--- src/rtl/dmtt_pkg.sv ---
// ----------------------------------------------------------------------------
// dmtt_pkg
// Shared types and codes for the direct-mapped transposition table.
// ----------------------------------------------------------------------------
`default_nettype none

package dmtt_pkg;

  localparam logic [1:0] CMD_PROBE  = 2'd0;
  localparam logic [1:0] CMD_ADD    = 2'd1;
  localparam logic [1:0] CMD_REMOVE = 2'd2;

  localparam logic [1:0] BOUND_NONE  = 2'd0;
  localparam logic [1:0] BOUND_EXACT = 2'd1;
  localparam logic [1:0] BOUND_UPPER = 2'd2;
  localparam logic [1:0] BOUND_LOWER = 2'd3;

  localparam logic [15:0] MATE_THRESHOLD_RESET = 16'd49000;

  typedef enum logic [1:0] {
    ST_CLEAR,
    ST_IDLE,
    ST_LOOKUP,
    ST_HOLD
  } state_t;

  typedef struct packed {
    logic [63:0]        key;
    logic [1:0]         flag;
    logic signed [16:0] score;
    logic [6:0]         depth;
    logic [23:0]        move;
  } entry_t;

  typedef struct packed {
    logic clear_write;
    logic capture;
    logic commit;
    logic load_out;
  } ctrl_cmd_t;

  typedef struct packed {
    logic clear_last;
    logic out_free;
  } ctrl_status_t;

endpackage

`default_nettype wire

--- src/rtl/dmtt_ctrl.sv ---
// ----------------------------------------------------------------------------
// dmtt_ctrl
// Sequencer for the table: clearing pass, accept, lookup/commit, and output.
// ----------------------------------------------------------------------------
`default_nettype none

module dmtt_ctrl (
  input  wire logic                  clk,
  input  wire logic                  rst,
  input  wire logic                  in_valid,
  output logic                       in_ready,
  output dmtt_pkg::ctrl_cmd_t        cmd,
  input  wire dmtt_pkg::ctrl_status_t status
);

  dmtt_pkg::state_t state;
  dmtt_pkg::state_t state_next;

  always_ff @(posedge clk) begin
    if (rst) begin
      state <= dmtt_pkg::ST_CLEAR;
    end else begin
      state <= state_next;
    end
  end

  always_comb begin
    state_next = state;
    unique case (state)
      dmtt_pkg::ST_CLEAR: begin
        if (status.clear_last) begin
          state_next = dmtt_pkg::ST_IDLE;
        end
      end
      dmtt_pkg::ST_IDLE: begin
        if (in_valid) begin
          state_next = dmtt_pkg::ST_LOOKUP;
        end
      end
      dmtt_pkg::ST_LOOKUP: begin
        if (status.out_free) begin
          state_next = dmtt_pkg::ST_IDLE;
        end else begin
          state_next = dmtt_pkg::ST_HOLD;
        end
      end
      dmtt_pkg::ST_HOLD: begin
        if (status.out_free) begin
          state_next = dmtt_pkg::ST_IDLE;
        end
      end
      default: begin
        state_next = dmtt_pkg::ST_CLEAR;
      end
    endcase
  end

  always_comb begin
    in_ready = 1'b0;
    cmd      = '0;
    unique case (state)
      dmtt_pkg::ST_CLEAR: begin
        cmd.clear_write = 1'b1;
      end
      dmtt_pkg::ST_IDLE: begin
        in_ready    = 1'b1;
        cmd.capture = in_valid;
      end
      dmtt_pkg::ST_LOOKUP: begin
        cmd.commit   = 1'b1;
        cmd.load_out = status.out_free;
      end
      dmtt_pkg::ST_HOLD: begin
        cmd.load_out = status.out_free;
      end
      default: begin
        cmd = '0;
      end
    endcase
  end

  a_accept_to_lookup: assert property (@(posedge clk) disable iff (rst)
    (in_valid && in_ready) |=> (state == dmtt_pkg::ST_LOOKUP))
    else $error("accepted beat did not move to lookup");

  a_load_needs_room: assert property (@(posedge clk) disable iff (rst)
    cmd.load_out |-> status.out_free)
    else $error("output loaded while occupied");

  a_hold_origin: assert property (@(posedge clk) disable iff (rst)
    (state == dmtt_pkg::ST_HOLD) |->
      ($past(state) == dmtt_pkg::ST_LOOKUP || $past(state) == dmtt_pkg::ST_HOLD))
    else $error("hold state entered from an unexpected state");

endmodule

`default_nettype wire

--- config.mk ---
export PLATFORM = sky130hd
export DESIGN_NAME = dmtt_ctrl
export DESIGN_NICKNAME = d
export VERILOG_FILES = /design/src/rtl/dmtt_pkg.sv /design/src/rtl/dmtt_ctrl.sv
export SDC_FILE = /design/constraint.sdc
export NUM_CORES = 1
export LEC_CHECK = 0
export ABC_AREA = 1
export BUFFER_PORTS_ARGS = -buffer_cell sky130_fd_sc_hd__clkbuf_2
export CORE_AREA = 3 3 40 42
export CTS_CLUSTER_SIZE = 14
export DETAILED_ROUTE_END_ITERATION = 12
export DIE_AREA = 0 0 43 45
export GPL_TIMING_DRIVEN = 0
export PLACE_DENSITY = 0.34
export REMOVE_ABC_BUFFERS = 1
export SYNTH_ARGS = -nofsm -noshare
export SYNTH_HDL_FRONTEND = slang
export SYNTH_SLANG_ARGS = --single-unit
--- constraint.sdc ---
create_clock -name clk -period 1.4 [get_ports clk]
set_input_delay 0.07 -clock clk [delete_from_list [all_inputs] [get_ports clk]]
set_output_delay 0.07 -clock clk [all_outputs]
set_load 0.005 [all_outputs]
Yosys cells after proc, flatten, opt, wreduce, memory -nomap -nowiden
Index checks and enable logic that the tools add are counted.
Widths: inputs -> output; s select.
Storage, ports and cells
  flip-flop bits (word level): 2
  bits of input ports: 5
  output and inout bits: 5
  logic and storage cells: 20
Operators by class
  equal/unequal tests: 6
  mux-type cells: 10
  reduce and logical (&&, ||, !) cells: 3
Operators with widths (count)
  $mux 2: 4
  $pmux 2 s4: 1
  $ne 2x2->1 const B: 3
  $mux 1: 5
  $eq 2x2->1 const B: 2
  $reduce_and 3->1: 1
  $eq 2x1->1 const B: 1
  $logic_not 2->1: 1
  $reduce_or 2->1: 1

Depth between registers and ports, before layout
  word-level depth: 3
  depth in mapped cells: 7
  mapped depth without buffers: 7

Least setup slack after synthesis
OpenSTA, ideal clock, no wires.
  path kind: register -> register
  start: reg state[0]
  end: reg state[1]
  library setup time: 113 ps
  arrival time: 947 ps
  data required time: 1287 ps
  path slack: 340 ps
  cell stages (with the launch flop): 7
  buffers on the path: 0
  clock period less this slack: 1060 ps
  cell sequence: dfxtp_1 > inv_1 > ha_1 > nand2_2 > nand3_4 > nor2_1 > nor2_1
Between the ends
  cells in the longest elaborated chain, start to end: 3
  elaborated cells between the ends (all ways): 9
  those cells by class: eq/ne (6); mux (1); reduce/logical (2)
Ends and longest elaborated chain
  from (decl): RTL line dmtt_ctrl.sv:16  | dmtt_pkg::state_t state;
  from (signal assigned): RTL line dmtt_ctrl.sv:21  | state <= dmtt_pkg::ST_CLEAR;
  from (signal assigned): RTL line dmtt_ctrl.sv:23  | state <= state_next;
  $eq 2x2->1 (tied with other cells): RTL line dmtt_ctrl.sv:29  | unique case (state)
  $ne 2x2->1 (no source line)
  $reduce_and 3->1 (no source line)
Several ways; a longest one is shown, not always the timed one.
A chain may end at the register's enable or synchronous reset.

==> impl_metrics.json <==
{
  "viasPerCell": 3.300,
  "syn-instance-count": 33,
  "multiInputGateArea_sq_um": 148.9,
  "synth_flop_cell": "dfxtp_1",
  "h-tree-depth": 1,
  "crit_path_end_kind": "primary output",
  "min-delay-path-class": "in2reg",
  "dr_total_vias": 198,
  "yosysUniqueCellTypes": 9,
  "synthSimpleGateAreaFrac": 0.3652,
  "synth.avg_cell_area_sq_um": 6.749,
  "synth_top_family_by_area": "simple AND/OR/NAND/NOR gates",
  "finalSetupViolations": 0,
  "ctsHoldBuffers": 0,
  "synth_area_leaders": "ha_1 (28%), dfxtp_1 (18%), inv_1 (13%), nand2_1 (10%), nor2_1 (10%)",
  "clkLatencyLatePin_ns": 0.22,
  "rows": 13,
  "worstMarginPinSlew_ns": 0.1560,
  "die_w_microns": 43,
  "syn_to_final_growth_pct": 38.76,
  "cts_resized": 0,
  "path_class": "reg2out",
  "top_regs": "state: 2 flops",
  "grt_setup_unrepaired": "false",
  "synth-seq-cells": 2,
  "synth-edff-count": 0,
  "synth_top_area_frac": 0.2809,
  "hold_viol": 0,
  "start_util": 0.1733,
  "synth_xor_area_frac": 0,
  "synth.yosys.warnings": 0,
  "maxCapViolCount": 0,
  "drive_above_1_share": 0.3778,
  "fmax_ghz": 0.7970,
  "final.setup.worst_slack_ns": 0.1454,
  "antenna_found_initial": 0,
  "relSlewSlack": 0.8959,
  "yosysMostFrequentCell": "inv_1",
  "port_buffers": 9,
  "clkTransAtPathRegs_ns": 0.03,
  "die_h_microns": 45,
  "antenna_cells": 0,
  "clkSinkCount": 2,
  "cts_buffers": 3,
  "status": "finished, final reports clean",
  "synthMuxAreaShare": 0,
  "seq_area_frac_synth": 0.1798,
  "synth_area_leader_cell": "ha_1",
  "cp.arrival_ns": 1.18,
  "final-seq-area_sq_um": 40.04,
  "grt.total_usage": 0.05237,
  "routabilityCongestion": 0.6730,
  "fin_skew_ns": 0.002806,
  "io_pins": 10,
  "drtAntennaViolNets": 0,
  "core_sq_mm": 0.001285,
  "fin_crit_ns": 1.255,
  "grt_max_degree": 5,
  "dp_hpwl_microns": 345.5,
  "synth_common_cells": "inv_1 (8), nand2_1 (6), nor2_1 (6)",
  "drt_first_pass_iters": 2,
  "post-place-ws_ns": 0.2577,
  "clock_tree.buffer_depth": 2,
  "finalCritPeriodShare": 0.8962,
  "drt-total-wl_microns": 430,
  "dieArea_sq_mm": 0.001935,
  "drt_iter0_markers": 3,
  "nFillCells": 153,
  "synth_fa_ha_area_frac": 0.2809,
  "async_reset_ff_frac": 0,
  "largest_register_ffs": 2,
  "slew_violations": 0,
  "crit_required_ns": 1.33,
  "p_per_area_mw_per_mm2": 1581,
  "mappedNetlistArea_sq_um": 222.7,
  "cp-start-kind": "flop",
  "grt-ovfl-total": 0,
  "leakagePower_uw": 0.0001893,
  "largest-register": "state",
  "worst-path-max-fanout": 4,
  "tns_ns": 0,
  "grt_pass1_vias": 182,
  "finalNetCount": 57,
  "post-route-drc-count": 0,
  "grt_pass1_wl_microns": 676,
  "avgRoutedWirePerCell_microns": 7.167,
  "vdd_ir_drop_max_v": 0.0004992,
  "post_cts_buffers": 0,
  "synth_compound_area_frac": 0.02247,
  "cts_root_buf": "clkbuf_4",
  "cts_tree": "built"
}
-- final timing paths --
path	cells past startpoint	end	start	slack (ns)
max reg2reg	6	state[1]	state[0]	0.27
max	5	cmd[0]	state[0]	0.15
min reg2reg	4	state[0]	state[0]	0.64
min	4	state[0]	rst	0.09
-- cell type report --
class | count | share of cell area
clock buffers | 3 | 0.07287
inverters | 9 | 0.1093
multi-input cells | 22 | 0.4818
flip-flops and latches | 2 | 0.1296
well taps | 15 | 0.06073
repair buffers | 9 | 0.1457
-- per-layer routing --
metal | share of wire | track usage
met1 | 0.46 | 0.05516
met2 | 0.42 | 0.06287
met3 | 0.11 | 0.02789
met4 | 0 | 0.07229
met5 | 0 | 0
-- stage by stage --
| stage | hold WS [ns] | instance area [sq um] | power, uW | instances | utilization |
|---|---|---|---|---|---|
| floorplan | 0.2191 | 222.7 | 285.6 | 33 | - |
| global placement | 0.3229 | 286.5 | 373.5 | 57 | 0.2230 |
| detailed placement | 0.3192 | 286.5 | 366.8 | 57 | 0.2230 |
| CTS | 0.07569 | 309.0 | 505.6 | 60 | 0.2405 |
| global route | 0.1018 | 309.0 | 551.1 | 60 | 0.2405 |
| finish | 0.08587 | 309.0 | 488.5 | 60 | 0.2405 |
-- placed cells by master, fill, tap and decap left out --
cell	netlist	routed
dfxtp_1	2	2
nand3_4	1	1
inv_1	8	8
ha_1	5	5
nor2_1	6	6
clkbuf_4	0	3
inv_2	1	1
a21oi_1	1	1
clkbuf_2	0	9
nand2_1	6	6
nand2_2	3	3
-- logic make-up after synthesis --
family	after synthesis
and+or+nand+nor	16
adders and majority gates	5
buffers and inverters	9
DFF	2
AOI/OAI and AO/OA	1
-- worst max-delay path, stage by stage, from the launching register on --
cell and delay (ns):
dfxtp_1 0.38, inv_1 0.10, ha_1 0.23, nor2_1 0.10, nor2_1 0.04, clkbuf_2 0.10
-- power by group --
group,total (uW),internal (uW),leakage (uW),switching [uW]
clock,127,94.5,0.0000138,32.3
combinational,264,115,0.000159,148
sequential,97.9,78.1,0.0000166,19.8
total,489,288,0.000189,201
No activity file was read; power rests on OpenSTA's default activity.
